**src/hw/rtl/vps_pkg.sv**
```systemverilog
`timescale 1ns / 1ps
package vps_pkg;

    localparam int OP_BITS  = 3;
    localparam int TAG_BITS = 16;
    localparam int RAD_BITS = 24;
    localparam int CNT_BITS = 5;

    typedef enum logic [2:0] {
        OP_INSERT  = 3'd0,
        OP_READ    = 3'd1,
        OP_NEAREST = 3'd2,
        OP_KNN     = 3'd3,
        OP_PRUNE   = 3'd4
    } opcode_t;

    typedef enum logic [2:0] {
        ST_POINT    = 3'd0,
        ST_NONE     = 3'd1,
        ST_INSERTED = 3'd2,
        ST_DROPPED  = 3'd3,
        ST_PRUNED   = 3'd4
    } status_t;

    // controller to datapath
    typedef struct packed {
        logic load_query;   // capture query fields
        logic ins_write;    // write inserted point at fill count
        logic scan_clear;   // reset scan index and best
        logic dist_issue;   // compute distance for scan index (stage 1)
        logic dist_eval;    // evaluate stage 2 result
        logic pass_clear;   // start a new selection pass
        logic mark_best;    // mark best as taken, load output from best
        logic load_out_idx; // load output from scan index
        logic prune_wr;     // compact keep point
        logic prune_done;   // commit prune count
    } vps_cmd_t;

    // datapath to controller
    typedef struct packed {
        logic scan_end;     // scan index reached fill count
        logic has_best;
        logic room;         // insert allowed
    } vps_sts_t;

endpackage

```
**src/hw/rtl/vps_ctrl.sv**
```systemverilog
`timescale 1ns / 1ps
module vps_ctrl (
    input  logic clk,
    input  logic rst_n,
    input  logic in_valid,
    output logic in_ready,
    input  logic [2:0] opcode,
    input  logic [4:0] count_limit,
    input  logic [2:0] op_q,
    input  logic dist_in_rad,
    input  vps_pkg::vps_sts_t sts,
    output vps_pkg::vps_cmd_t cmd,
    output logic load_op,
    output logic out_valid,
    input  logic out_ready,
    output logic [2:0] out_status,
    output logic out_point,
    output logic out_last
);
    typedef enum logic [6:0] {
        S_IDLE = 7'b0000001,
        S_SCAN = 7'b0000010,
        S_D1   = 7'b0000100,
        S_D2   = 7'b0001000,
        S_PICK = 7'b0010000,
        S_OUT  = 7'b0100000,
        S_LOAD = 7'b1000000
    } state_t;

    state_t state_reg, state_next;
    logic [4:0] want_reg, nout_reg, match_reg;
    logic ov_reg, last_reg, pt_reg, first_reg;
    logic [2:0] st_reg;
    logic acc, ofree, op_scan, knn_last, read_none;

    assign ofree    = !ov_reg || out_ready;
    assign in_ready = (state_reg == S_IDLE) && ofree;
    assign acc      = in_valid && in_ready;
    assign load_op  = acc;
    assign out_valid = ov_reg;
    assign out_status = st_reg;
    assign out_point = pt_reg;
    assign out_last = last_reg;

    assign op_scan = (opcode == vps_pkg::OP_READ || opcode == vps_pkg::OP_NEAREST
                      || opcode == vps_pkg::OP_KNN || opcode == vps_pkg::OP_PRUNE);
    // final k-nearest item: limit reached or every match returned
    assign knn_last = ((nout_reg + 5'd1) == want_reg) || ((nout_reg + 5'd1) == match_reg);
    assign read_none = (state_reg == S_SCAN) && (op_q == vps_pkg::OP_READ) && sts.scan_end
                       && (nout_reg == 5'd0) && ofree;

    always_comb
    begin
        state_next = state_reg;
        cmd = '0;
        unique case (state_reg)
            S_IDLE:
            begin
                if (acc) begin
                    cmd.load_query = 1'b1;
                    cmd.scan_clear = 1'b1;
                    if (opcode == vps_pkg::OP_INSERT)
                        cmd.ins_write = sts.room;
                    else if (op_scan)
                        state_next = S_SCAN;
                end
            end
            S_SCAN:
            begin
                if (op_q == vps_pkg::OP_READ) begin
                    if (sts.scan_end) begin
                        if (nout_reg != 5'd0 || ofree)
                            state_next = S_IDLE;
                    end else if (ofree) begin
                        cmd.load_out_idx = 1'b1;
                        state_next = S_LOAD;
                    end
                end else if (sts.scan_end) begin
                    state_next = S_PICK;
                end else begin
                    cmd.dist_issue = 1'b1;
                    state_next = S_D1;
                end
            end
            S_LOAD:
            begin
                if (op_q == vps_pkg::OP_NEAREST) begin
                    state_next = S_IDLE;
                end else if (op_q == vps_pkg::OP_KNN) begin
                    if (knn_last) begin
                        state_next = S_IDLE;
                    end else begin
                        cmd.pass_clear = 1'b1;
                        state_next = S_SCAN;
                    end
                end else begin
                    state_next = S_SCAN;
                end
            end
            S_D1:
                state_next = S_D2;
            S_D2:
            begin
                if (op_q == vps_pkg::OP_PRUNE)
                    cmd.prune_wr = dist_in_rad;
                else
                    cmd.dist_eval = 1'b1;
                state_next = S_SCAN;
            end
            S_PICK:
            begin
                if (ofree) begin
                    if (op_q == vps_pkg::OP_PRUNE) begin
                        cmd.prune_done = 1'b1;
                        state_next = S_OUT;
                    end else if (sts.has_best && (op_q == vps_pkg::OP_NEAREST
                                 || nout_reg < want_reg)) begin
                        cmd.mark_best = 1'b1;
                        state_next = S_LOAD;
                    end else begin
                        state_next = S_OUT;
                    end
                end
            end
            S_OUT:
                state_next = S_IDLE;
            default:
                state_next = S_IDLE;
        endcase
    end

    always_ff @(posedge clk or negedge rst_n)
    begin
        if (!rst_n) begin
            state_reg <= S_IDLE;
            want_reg  <= '0;
            nout_reg  <= '0;
            match_reg <= '0;
            first_reg <= 1'b0;
            ov_reg    <= 1'b0;
            last_reg  <= 1'b0;
            pt_reg    <= 1'b0;
            st_reg    <= vps_pkg::ST_NONE;
        end else begin
            state_reg <= state_next;
            if (acc) begin
                nout_reg  <= '0;
                match_reg <= '0;
                first_reg <= 1'b1;
                // zero limit returns every match
                want_reg  <= (count_limit == 5'd0) ? 5'd31 : count_limit;
            end else begin
                if (state_reg == S_LOAD)
                    nout_reg <= nout_reg + 1'b1;
                if (state_reg == S_D2 && op_q == vps_pkg::OP_KNN && first_reg && dist_in_rad)
                    match_reg <= match_reg + 1'b1;
                if (cmd.pass_clear)
                    first_reg <= 1'b0;
            end
            if (acc && !op_scan) begin
                ov_reg   <= 1'b1;
                last_reg <= 1'b1;
                pt_reg   <= 1'b0;
                if (opcode == vps_pkg::OP_INSERT)
                    st_reg <= sts.room ? vps_pkg::ST_INSERTED : vps_pkg::ST_DROPPED;
                else
                    st_reg <= vps_pkg::ST_NONE;
            end else if (state_reg == S_LOAD) begin
                ov_reg <= 1'b1;
                pt_reg <= 1'b1;
                st_reg <= vps_pkg::ST_POINT;
                if (op_q == vps_pkg::OP_NEAREST)
                    last_reg <= 1'b1;
                else if (op_q == vps_pkg::OP_READ)
                    last_reg <= sts.scan_end;
                else
                    last_reg <= knn_last;
            end else if (state_reg == S_OUT) begin
                ov_reg   <= 1'b1;
                last_reg <= 1'b1;
                pt_reg   <= 1'b0;
                st_reg   <= (op_q == vps_pkg::OP_PRUNE) ? vps_pkg::ST_PRUNED
                            : vps_pkg::ST_NONE;
            end else if (read_none) begin
                ov_reg   <= 1'b1;
                last_reg <= 1'b1;
                pt_reg   <= 1'b0;
                st_reg   <= vps_pkg::ST_NONE;
            end else if (ov_reg && out_ready) begin
                ov_reg <= 1'b0;
            end
        end
    end
endmodule

```
**config.mk**
```make
export PLATFORM = sky130hd
export DESIGN_NAME = vps_ctrl
export DESIGN_NICKNAME = d
export VERILOG_FILES = /design/src/hw/rtl/vps_pkg.sv /design/src/hw/rtl/vps_ctrl.sv
export SDC_FILE = /design/constraint.sdc
export NUM_CORES = 1
export LEC_CHECK = 0
export BUFFER_PORTS_ARGS = -buffer_cell sky130_fd_sc_hd__buf_4
export CAP_MARGIN = 10
export CORE_MARGIN = 10
export CORE_UTILIZATION = 62
export CTS_BUF_LIST = sky130_fd_sc_hd__clkbuf_4 sky130_fd_sc_hd__clkbuf_8
export DETAILED_ROUTE_END_ITERATION = 12
export GPL_TIMING_DRIVEN = 0
export PLACE_DENSITY = 0.95
export SYNTH_ARGS = -nofsm -noshare
export SYNTH_HDL_FRONTEND = slang
export SYNTH_SLANG_ARGS = --single-unit
export TNS_END_PERCENT = 20
```
**constraint.sdc**
```tcl
create_clock -name clk -period 3.9 [get_ports clk]
set_input_delay 0.195 -clock clk [delete_from_list [all_inputs] [get_ports clk]]
set_output_delay 0.195 -clock clk [all_outputs]
set_load 0.005 [all_outputs]
```
==> impl_results.md, run 1 <==
- Commonest non-fill, non-tap cell in the layout: buf_4
- WL final: 4450 um
- Most frequent cells in the layout: buf_4 (36), dfrtp_1 (27), nor2_1 (23)
- Worst Setup End Kind: output port
- Sw frac: 36.2%
- Status: finished clean
- Die area: 5770 um2
- RR Endpoint: state_reg[1]
- DRT Pass-1 Iters: 4
- Relative slew margins: 73.2%
- R2R cell count: 7
- Initial DRC count: 90
- Layout cells sized above 1: 23.9%
- Area of the multi-input gates: 1140 um2
- Leak: 1.11 nW
- R2r setup slk: 1.77 ns
- Rows: 20
- Crit path launch type: register
- Crit Path Class: register to output port
- Largest fanout on the critical path: 5
- Synth Register Bits: 29
- DR vias: 1696
- GPL Wtd Cong: 0.882
- Port Buffers: 35
- Post-synthesis sequential area ratio: 37.5%
- Adder-cell share of the synthesized area: 5.15%
- P_sw: 0.401 mW
- CP top delay family: simple AND/OR/NAND/NOR gates
- Synthesis warning total: 0
- Post-CTS Setup Repair Bufs: 0
- Clk_lat worst skew: 0.33 ns
- CORE AREA: 3030 um2
- Final-stage net count: 285
- Total clock sinks: 29
- Period utilisation layout: 65.2%
- Drt drc: 0
- Setup violations, final: 0
- RSZ-0062 raised after global routing: false
- Syn_nets: 242
- Synth Area in Simple Gates: 27.6%
- Post-synth EDFFs: 0
- PD cells: 474 nW/um2
- Area growth syn-to-layout: 20.5%
- DIE HEIGHT: 76.0 um
- Largest family of logic cells by synthesized area: simple AND/OR/NAND/NOR gates
- Die extent in x: 76.0 um
- Hold Vio Cnt, Final: 0
- Total CTS buffers: 5
- Post-Syn Instances: 215
- Int Pwr: 0.709 mW
- CP max stage cell: or4_4
- Worst Tran Pin Value: 0.400 ns
- CTS tree: done
- Worst setup path end: cmd[4]
- Skew final: 0.00541 ns
- Vias in the first global route: 1670
- Post-DP HPWL: 3520 um
- Starting Density: 64.2%
- Storage element area: 728 um2
- Share of the synthesized area in the top cell type: 34.8%
- Buf/Inv on CP: 1
- Ys flop type: dfrtp_1
- Worst-path clk slew: 0.09 ns
- Post-synthesis mux area share: 0.515%
- H-Tree Level Count: 2
- Initial antenna violation count: 0
- Max-cap violations: 0
- Cell depth of the worst setup path: 7
- CTS Buffer Depth: 2
- I/O Pins: 37
- Gate power share: 42.8%
- Distinct cells, synth: 51
- Resized cells post-CTS: 0
- Vias/cell: 5.60
- Mapped Avg Cell Area: 9.04 um2
- Tmin final: 2.54 ns
- R2R Path Start: nout_reg[0]
- Slew Limit Fails: 0
- Total Routing Usage GR: 15.4%
- VDD IR-drop max: 307 uV
- First-pass GRT wire length: 7530 um
- # diodes: 0
- Compound-gate portion of the synthesized area: 15.5%
- Achievable frequency: 0.393 GHz
- XOR/XNOR share of the synthesized area: 9.85%
- Crit path cell chain: ha_1 > xnor2_2 > xnor2_1 > or4_4 > o221ai_2 > nor3_1 > buf_4
- Asr flop ratio synth: 100%
- Sequential power share: 38.1%
- Largest net degree at the start of global routing: 30
- Ranking of synthesized cells by area: dfrtp_1 (35%), ha_1 (5.2%), xnor2_1 (5.0%)
- Total Neg Setup Slack: 0 ns
- Clk root buf: clkbuf_4
- Leading area contributor after synthesis: dfrtp_1
- Worst Path Required: 3.70 ns
- Filler cells: 233
- Max incr delay on CP: 0.52 ns
- Max FFs per register: 7
- Worst Hold Class: primary input to register
- Grt total ovfl: 0
- Worst setup path startpoint: nout_reg[0]
- Clock power share: 19.0%
- Routed WL per cell: 14.7 um
- Netlist Area Pre-Place: 1940 um2
- WP data arrival: 2.35 ns
- Layout Utilization: 77.3%
- Post-DRT Antenna Nets: 0
synthesized netlist by cell type (all sizes together), types with 5 or more instances:
master	number
dfrtp	27
nor2	23
o21ai	16
nand2	14
xnor2	12
a21oi	11
inv	10
nor2b	9
xor2	9
and3	8
ha	8
nor3	8
nand2b	7
buf	6
nand4	5
worst min path at each step:
stage / startpoint / end / slack (ns) / depth (start not counted)
finish: count_limit[4] / want_reg[4] / 0.11 / 3
global route: count_limit[4] / want_reg[4] / 0.11 / 3
CTS: count_limit[3] / want_reg[3] / 0.09 / 3
detailed placement: rst_n / state_reg[3] / 0.14 / 1
global placement: rst_n / state_reg[4] / 0.13 / 1
floorplan: rst_n / first_reg / -0.10 / 0
power by group through the flow:
| stage | sequential [mW] | combinational (mW) | clock, mW |
|---|---|---|---|
| after CTS | 0.422 | 0.480 | 0.217 |
| final | 0.423 | 0.476 | 0.211 |
| after detailed placement | 0.429 | 0.476 | 0 |
| after floorplan | 0.418 | 0.322 | 0 |
| after global routing | 0.432 | 0.529 | 0.232 |
| after global placement | 0.426 | 0.460 | 0 |
area by class of cell:
type,count,share of cell area [%]
well taps,44,2.35
plain buffers,8,1.71
inverters,10,1.60
repair buffers,36,11.7
clock inverters,1,0.214
multi-input cells,168,48.6
clock buffers,7,2.78
flip-flops and latches,29,31.1
routing by layer:
layer / up-vias / GRT usage, % / share of wire, %
met5: - / 0 / 0
met4: 0 / 6.44 / 1.8
met3: 10 / 5.19 / 7.1
met2: 54 / 26.4 / 50
met1: 790 / 17.1 / 41
li1: 842 / - / -
cells by family after synthesis:
logic type | count (synthesis)
xor gates and xnor gates | 21
muxes | 1
AOI/OAI and AO/OA | 45
DFF | 29
adders and majority gates | 8
and+or+nand+nor | 93
buffers and inverters | 18
per-stage QoR:
step / power [mW] / cells / setup WS, ns / hold slack (ns) / area [um2]
after floorplan: 0.740 / 215 / 1.89 / -0.101 / 1940
after global placement: 0.886 / 294 / 1.73 / 0.134 / 2260
after detailed placement: 0.905 / 294 / 1.72 / 0.136 / 2260
after CTS: 1.12 / 303 / 1.33 / 0.0936 / 2340
after global routing: 1.19 / 303 / 1.25 / 0.114 / 2340
final: 1.11 / 303 / 1.36 / 0.106 / 2340
worst min-delay path: stages:
cell	delay, ns
buf_4	0.11
inv_1	0.04
a31oi_1	0.06
what timing repair did:
item / CTS / global route
hold endpoints to repair: 27 / 0
hold buffers: 1 / 0
endpoints found under the setup margin: 0 / 0
(Power assumes the default switching activity.)
==> inputs of run 2 (changes only) <==
- ABC_AREA: unset -> 1
- CORE_UTILIZATION: 62 -> 52
- PLACE_DENSITY: 0.95 -> 0.88
- clock period: 3.9 -> 2.3 ns (I/O delays scaled with it)
==> run 2 against run 1 <==
Compared with the run above: sequential share of layout area down 2.3 points; die area up 21%; sequential cell count unchanged; critical endpoint unchanged; clock skew down 0.0026 ns; design area up 8.2%; cell count up 22%; routed wire length up 9.9%.
==> impl_results.md, run 2 <==
- CORE AREA: 3770 um2 (+25%)
- Worst Hold Class: primary input to register
- Post-Syn Instances: 277 (+29%)
- Mapped Avg Cell Area: 7.55 um2 (-16%)
- Vias in the first global route: 1896 (+14%)
- Total Routing Usage GR: 14.4% (-1.1 points)
- First-pass GRT wire length: 8470 um (+12%)
- DR vias: 1927 (+14%)
- Filler cells: 313 (+34%)
- Grt total ovfl: 0 (unchanged)
- Storage element area: 731 um2 (+0.34%)
- CTS tree: done
- Worst setup path startpoint: nout_reg[0]
- Rows: 22 (+10%)
- Finished Layout Cells: 370 (+22%)
- Most frequent cells in the layout: nand2_1 (55), inv_1 (47), buf_4 (38)
- CTS Buffer Depth: 2 (unchanged)
- Clk_lat worst skew: 0.28 ns (-0.05 ns)
- Post-synthesis sequential area ratio: 34.8% (-2.6 points)
- RSZ-0062 raised after global routing: false
- R2r setup slk: 0.40 ns (-1.37 ns)
- Setup violations, final: 0 (unchanged)
- Commonest non-fill, non-tap cell in the layout: nand2_1
- Tmin final: 2.12 ns
- Post-DRT Antenna Nets: 0 (unchanged)
- I/O Pins: 37 (unchanged)
- H-Tree Level Count: 2 (unchanged)
- WP data arrival: 2.00 ns (-0.35 ns)
- Hold Vio Cnt, Final: 0 (unchanged)
- Top cells by count, synth: nand2_1 (55), inv_1 (48), nand3_1 (29)
- Layout cells sized above 1: 26.4% (+2.5 points)
- Most frequent cell after synthesis: nand2_1
- Total Neg Setup Slack: 0 ns (unchanged)
- Final-stage net count: 348 (+22%)
- Area growth syn-to-layout: 21.2%
- Leak: 1.36 nW (+22%)
- Asr flop ratio synth: 100% (unchanged)
- Distinct cells, synth: 41 (-20%)
- DRT Pass-1 Iters: 4 (unchanged)
- Crit path launch type: register
- Initial DRC count: 142 (+58%)
- Post-synth EDFFs: 0 (unchanged)
- Post-DP HPWL: 3950 um (+12%)
- Inst Count DP: 361 (+23%)
- Ranking of synthesized cells by area: dfrtp_1 (32%), nand2_1 (9.9%), inv_1 (8.6%)
- Relative slew margins: 67.6% (-5.6 points)
- Synthesis warning total: 0 (unchanged)
- Worst Tran Pin Value: 0.481 ns (+0.0818 ns)
- GPL Wtd Cong: 0.885 (+0.39%)
- Status: finished clean
- Largest fanout on the critical path: 6 (+1)
- WL final: 4890 um (+9.9%)
- Starting Density: 55.4% (-8.7 points)
- DIE HEIGHT: 83.4 um (+9.8%)
- Initial antenna violation count: 0 (unchanged)
- Clk root buf: clkbuf_8
- Slew Limit Fails: 0 (unchanged)
- Skew final: 0.00282 ns (-0.00260 ns)
- Netlist Area Pre-Place: 2090 um2 (+7.6%)
- PD cells: 891 nW/um2 (+88%)
- Worst-path clk slew: 0.06 ns (-0.03 ns)
- VDD IR-drop max: 547 uV (+78%)
- Routed WL per cell: 13.2 um (-10%)
- Worst Setup End Kind: output port
- Area of the multi-input gates: 1130 um2 (-0.66%)
- Port Buffers: 36 (+2.9%)
- Vias/cell: 5.21 (-7.0%)
- Worst Path Required: 2.18 ns (-1.52 ns)
- Ys flop type: dfrtp_1
- Share of the synthesized area in the top cell type: 32.3% (-2.5 points)
- Die area: 6960 um2 (+21%)
- # diodes: 0 (unchanged)
- Synth Register Bits: 29 (unchanged)
- Die extent in x: 83.4 um (+9.8%)
- Achievable frequency: 0.472 GHz
- Crit Path Class: register to output port
- Worst setup path end: cmd[4]
- Syn_nets: 304 (+26%)
- Leading area contributor after synthesis: dfrtp_1
- R2R Path Start: nout_reg[0]
- Max-cap violations: 0 (unchanged)
- Period utilisation layout: 92.1%
- R2R cell count: 13 (+6)
- RR Endpoint: state_reg[1]
- Max FFs per register: 7 (unchanged)
- Total CTS buffers: 5 (unchanged)
- Total clock sinks: 29 (unchanged)
- Drt drc: 0 (unchanged)
- Largest net degree at the start of global routing: 30 (unchanged)
-- run 2: cell count changes after synthesis, moves of 9 or more --
cell / change
nand3_1: +25
inv_1: +38
nand2_1: +41
nor2b_1: -9
xnor2_1: -10
a21oi_1: -9
-- run 2: cell families (layout without fill, tap and decap cells) --
group / count (synthesis) / after routing / share of synthesized area, %
DFF: 29 / 29 / 34.8
buffers and inverters: 58 / 103 / 11.3
and+or+nand+nor: 148 / 148 / 38.1
adders and majority gates: 8 / 8 / 4.79
xor gates and xnor gates: 7 / 7 / 2.93
AOI/OAI and AO/OA: 27 / 27 / 8.14
-- run 2: metrics by stage --
stage               power [mW]  worst slack [ns]  hold slack [ns]  area [um2]  utilization, %
global route              2.47           0.00900           0.0477        2530            67.2
global placement          1.77             0.402           0.0586        2420            64.2
detailed placement        1.81             0.342           0.0600        2420            64.2
CTS                       2.28            0.0932           0.0390        2530            67.1
floorplan                 1.49             0.580           -0.181        2090               -
finish                    2.26             0.182           0.0508        2530            67.2
-- run 2: worst min-delay path by stage --
| stage | startpoint | endpoint | cells past startpoint |
|---|---|---|---|
| after CTS | sts[2] | state_reg[2] | 2 |
| after global routing | sts[2] | state_reg[2] | 2 |
| final | sts[2] | state_reg[2] | 2 |
| after floorplan | rst_n | first_reg | 0 |
| after detailed placement | rst_n | want_reg[4] | 1 |
| after global placement | rst_n | want_reg[4] | 1 |
-- run 2: critical path: stages (launching register included) --
cell and delay [ns]:
dfrtp_2 0.42, inv_2 0.08, ha_1 0.37, xor2_1 0.18
nor2_1 0.10, nand2_1 0.07, nor2_1 0.08, nand2_1 0.09
nand2_1 0.14, nor3_2 0.06, buf_4 0.14
-- run 2: timing repair --
| item | CTS | global route |
|---|---|---|
| hold buffers | 1 | 0 |
| endpoints found under the hold margin | 27 | 0 |
| setup buffers | 0 | 0 |
| gates resized for setup | 0 | 4 |
| endpoints found under the setup margin | 0 | 1 |
-- run 2: layer usage --
layer  global-route usage (%)  vias up  routed length (um)
met2                     23.0       50                2260
met4                     6.96        0                 107
li1                         -      990                   -
met3                     4.49        8                 304
met1                     16.9      879                2220
met5                        0        -                   0
-- run 2: layout make-up --
| type | count | share of cell area [%] |
|---|---|---|
| repair buffers | 37 | 11.1 |
| plain buffers | 5 | 1.43 |
| multi-input cells | 190 | 44.6 |
| well taps | 48 | 2.37 |
| flip-flops and latches | 29 | 28.8 |
| clock buffers | 8 | 3.85 |
| inverters | 53 | 7.85 |
-- run 2: power breakdown --
group	switching, mW	internal [mW]	total (mW)
Sequential	0.109	0.657	0.765
Clock	0.191	0.267	0.458
Combinational	0.608	0.426	1.03
==> inputs of run 3 (changes only) <==
- ABC_AREA: 1 -> 0
- PLACE_DENSITY: 0.88 -> 0.89
==> run 3 against run 2 <==
Compared with the run above: clock-buffer cell count is 1 lower; largest power group unchanged; highest routed layer unchanged; maximum frequency is 7.4% lower; non-clock buffer count is 4 higher; register-to-register slack worse by 0.28 ns.
==> impl_results.md, run 3 (synthesized netlist as in run 1, its figures left out) <==
- Port Buffers: 35 (-2.8%)
- Post-DP HPWL: 3660 um (-7.3%)
- Clk root buf: clkbuf_8
- CTS Buffer Depth: 2 (unchanged)
- Initial DRC count: 124 (-13%)
- CTS tree: done
- Routed WL per cell: 15.6 um (+18%)
- Max-cap violations: 0 (unchanged)
- Filler cells: 316 (+0.96%)
- R2r setup slk: 0.12 ns (-0.28 ns)
- Clk_lat worst skew: 0.29 ns (about the same)
- Crit path launch type: register
- Initial antenna violation count: 0 (unchanged)
- RSZ-0062 raised after global routing: true
- Setup violations, final: 0 (unchanged)
- Die extent in x: 81.1 um (-2.7%)
- Tmin final: 2.29 ns (+0.170 ns)
- Crit path cell chain: ha_4 > xnor2_4 > xnor2_1 > or4_4 > o221ai_4 > nor3_2 > buf_4
- Leak: 1.14 nW (-16%)
- Grt total ovfl: 0 (unchanged)
- Sequential power share: 35.6% (+1.7 points)
- Total Routing Usage GR: 15.3% (+0.93 points)
- I/O Pins: 37 (unchanged)
- Max incr delay on CP: 0.54 ns (+0.12 ns)
- Vias in the first global route: 1742 (-8.1%)
- Worst-path clk slew: 0.06 ns (about the same)
- Crit Path Class: register to output port
- CP top delay family: simple AND/OR/NAND/NOR gates
- Worst Tran Pin Value: 0.416 ns (-0.0658 ns)
- Relative slew margins: 72.1% (+4.5 points)
- Max FFs per register: 7 (unchanged)
- Gate power share: 41.4% (-4.4 points)
- Pwr Total: 2.02 mW (-10%)
- Die area: 6580 um2 (-5.4%)
- Placed Area: 2270 um2 (-6.4%)
- Layout cells sized above 1: 27.6% (+1.2 points)
- CP max stage cell: or4_4
- Total Neg Setup Slack: 0 ns (unchanged)
- # diodes: 0 (unchanged)
- Period utilisation layout: 99.5% (+7.4 points)
- Rows: 22 (unchanged)
- WL final: 4810 um (-1.7%)
- Area growth syn-to-layout: 26.5%
- DR vias: 1733 (-10%)
- Final-stage net count: 287 (-18%)
- R2R Path Start: nout_reg[0]
- DRT Pass-1 Iters: 4 (unchanged)
- First-pass GRT wire length: 7960 um (-6.0%)
- Slew Limit Fails: 0 (unchanged)
- Finished layout cell area: 2460 um2 (-3.0%)
- Hold Vio Cnt, Final: 0 (unchanged)
- Worst Path Required: 2.18 ns (about the same)
- Worst Hold Class: primary input to register
- P_sw: 0.716 mW (-21%)
- Drt drc: 0 (unchanged)
- GPL Wtd Cong: 0.866 (-2.2%)
- WP data arrival: 2.17 ns (+0.17 ns)
- DIE HEIGHT: 81.1 um (-2.7%)
- Starting Density: 53.5% (-2.0 points)
- Total CTS buffers: 5 (unchanged)
- Worst Setup End Kind: output port
- Post-DRT Antenna Nets: 0 (unchanged)
- CORE AREA: 3630 um2 (-3.6%)
- Vias/cell: 5.61 (+7.7%)
- Largest net degree at the start of global routing: 30 (unchanged)
- Status: finished clean
- Achievable frequency: 0.437 GHz (-7.4%)
- Worst setup path startpoint: nout_reg[0]
- VDD IR-drop max: 489 uV (-11%)
- Largest fanout on the critical path: 4 (-2)
- Sw frac: 35.4% (-4.8 points)
- Buf/Inv on CP: 1 (-1)
- Hold_sp: count_limit[4]
- Int Pwr: 1.31 mW (-3.2%)
- Clock power share: 23.1% (+2.8 points)
- PD cells: 823 nW/um2 (-7.6%)
- Skew final: 0.00932 ns (+0.00650 ns)
- Commonest non-fill, non-tap cell in the layout: buf_4
- H-Tree Level Count: 2 (unchanged)
- Most frequent cells in the layout: buf_4 (40), dfrtp_1 (25), nor2_1 (23)
- Total clock sinks: 29 (unchanged)
[run 3: final timing paths]
path | to | cells after the start
worst max-delay path | cmd[4] | 7
worst min-delay path | want_reg[4] | 3
worst max register to register | state_reg[1] | 8
worst min register to register | out_point | 1
max in group asynchronous | out_status[0] | 2
min in group asynchronous | state_reg[5] | 2
[run 3: timing repair]
action / in CTS / in global routing
buffers inserted: 1 / 2
hold buffers: 1 / 0
setup endpoints to repair: 2 / 6
gates cloned: 0 / 0
endpoints found under the hold margin: 27 / 0
gates resized for setup: 4 / 9
pin swaps: 0 / 3
[run 3: power groups by stage]
stage | clock [mW] | sequential, mW | combinational [mW]
detailed placement | 0 | 0.725 | 0.812
global route | 0.507 | 0.732 | 0.948
floorplan | 0 | 0.709 | 0.547
CTS | 0.480 | 0.717 | 0.824
finish | 0.466 | 0.719 | 0.837
global placement | 0 | 0.721 | 0.782
[run 3: worst min-delay path, cell delays in order]
cell,delay [ns]
buf_4,0.11
inv_1,0.04
a31oi_1,0.06
[run 3: layout make-up]
class                      instances  area (um2)  share of cell area [%]
clock buffer                       7        96.3                    3.92
buffer                             7        38.8                    1.58
timing repair buffer              39         295                    12.0
clock inverter                     1        5.00                   0.204
sequential                        29         731                    29.7
multi-input combinational        168        1190                    48.6
inverter                          10        37.5                    1.53
tap                               48        60.1                    2.44
[run 3: stage by stage]
stage	setup WS [ns]	hold WS (ns)	utilization (%)	std cells
final	0.0115	0.0814	67.7	309
after global routing	-0.0808	0.0843	67.7	309
after CTS	-0.0196	0.0714	66.1	307
after detailed placement	0.121	0.0619	62.4	298
after global placement	0.182	0.0533	62.4	298
after floorplan	0.295	-0.181	-	215
[run 3: layer usage]
layer	GRT usage, %	share of wire [%]	routed length (um)	vias to the layer above
met5	0	0	0	-
met4	4.84	1.2	57	0
met3	5.63	5.8	280	7
met2	26.5	52	2520	34
met1	17.0	41	1950	843
li1	-	-	-	849
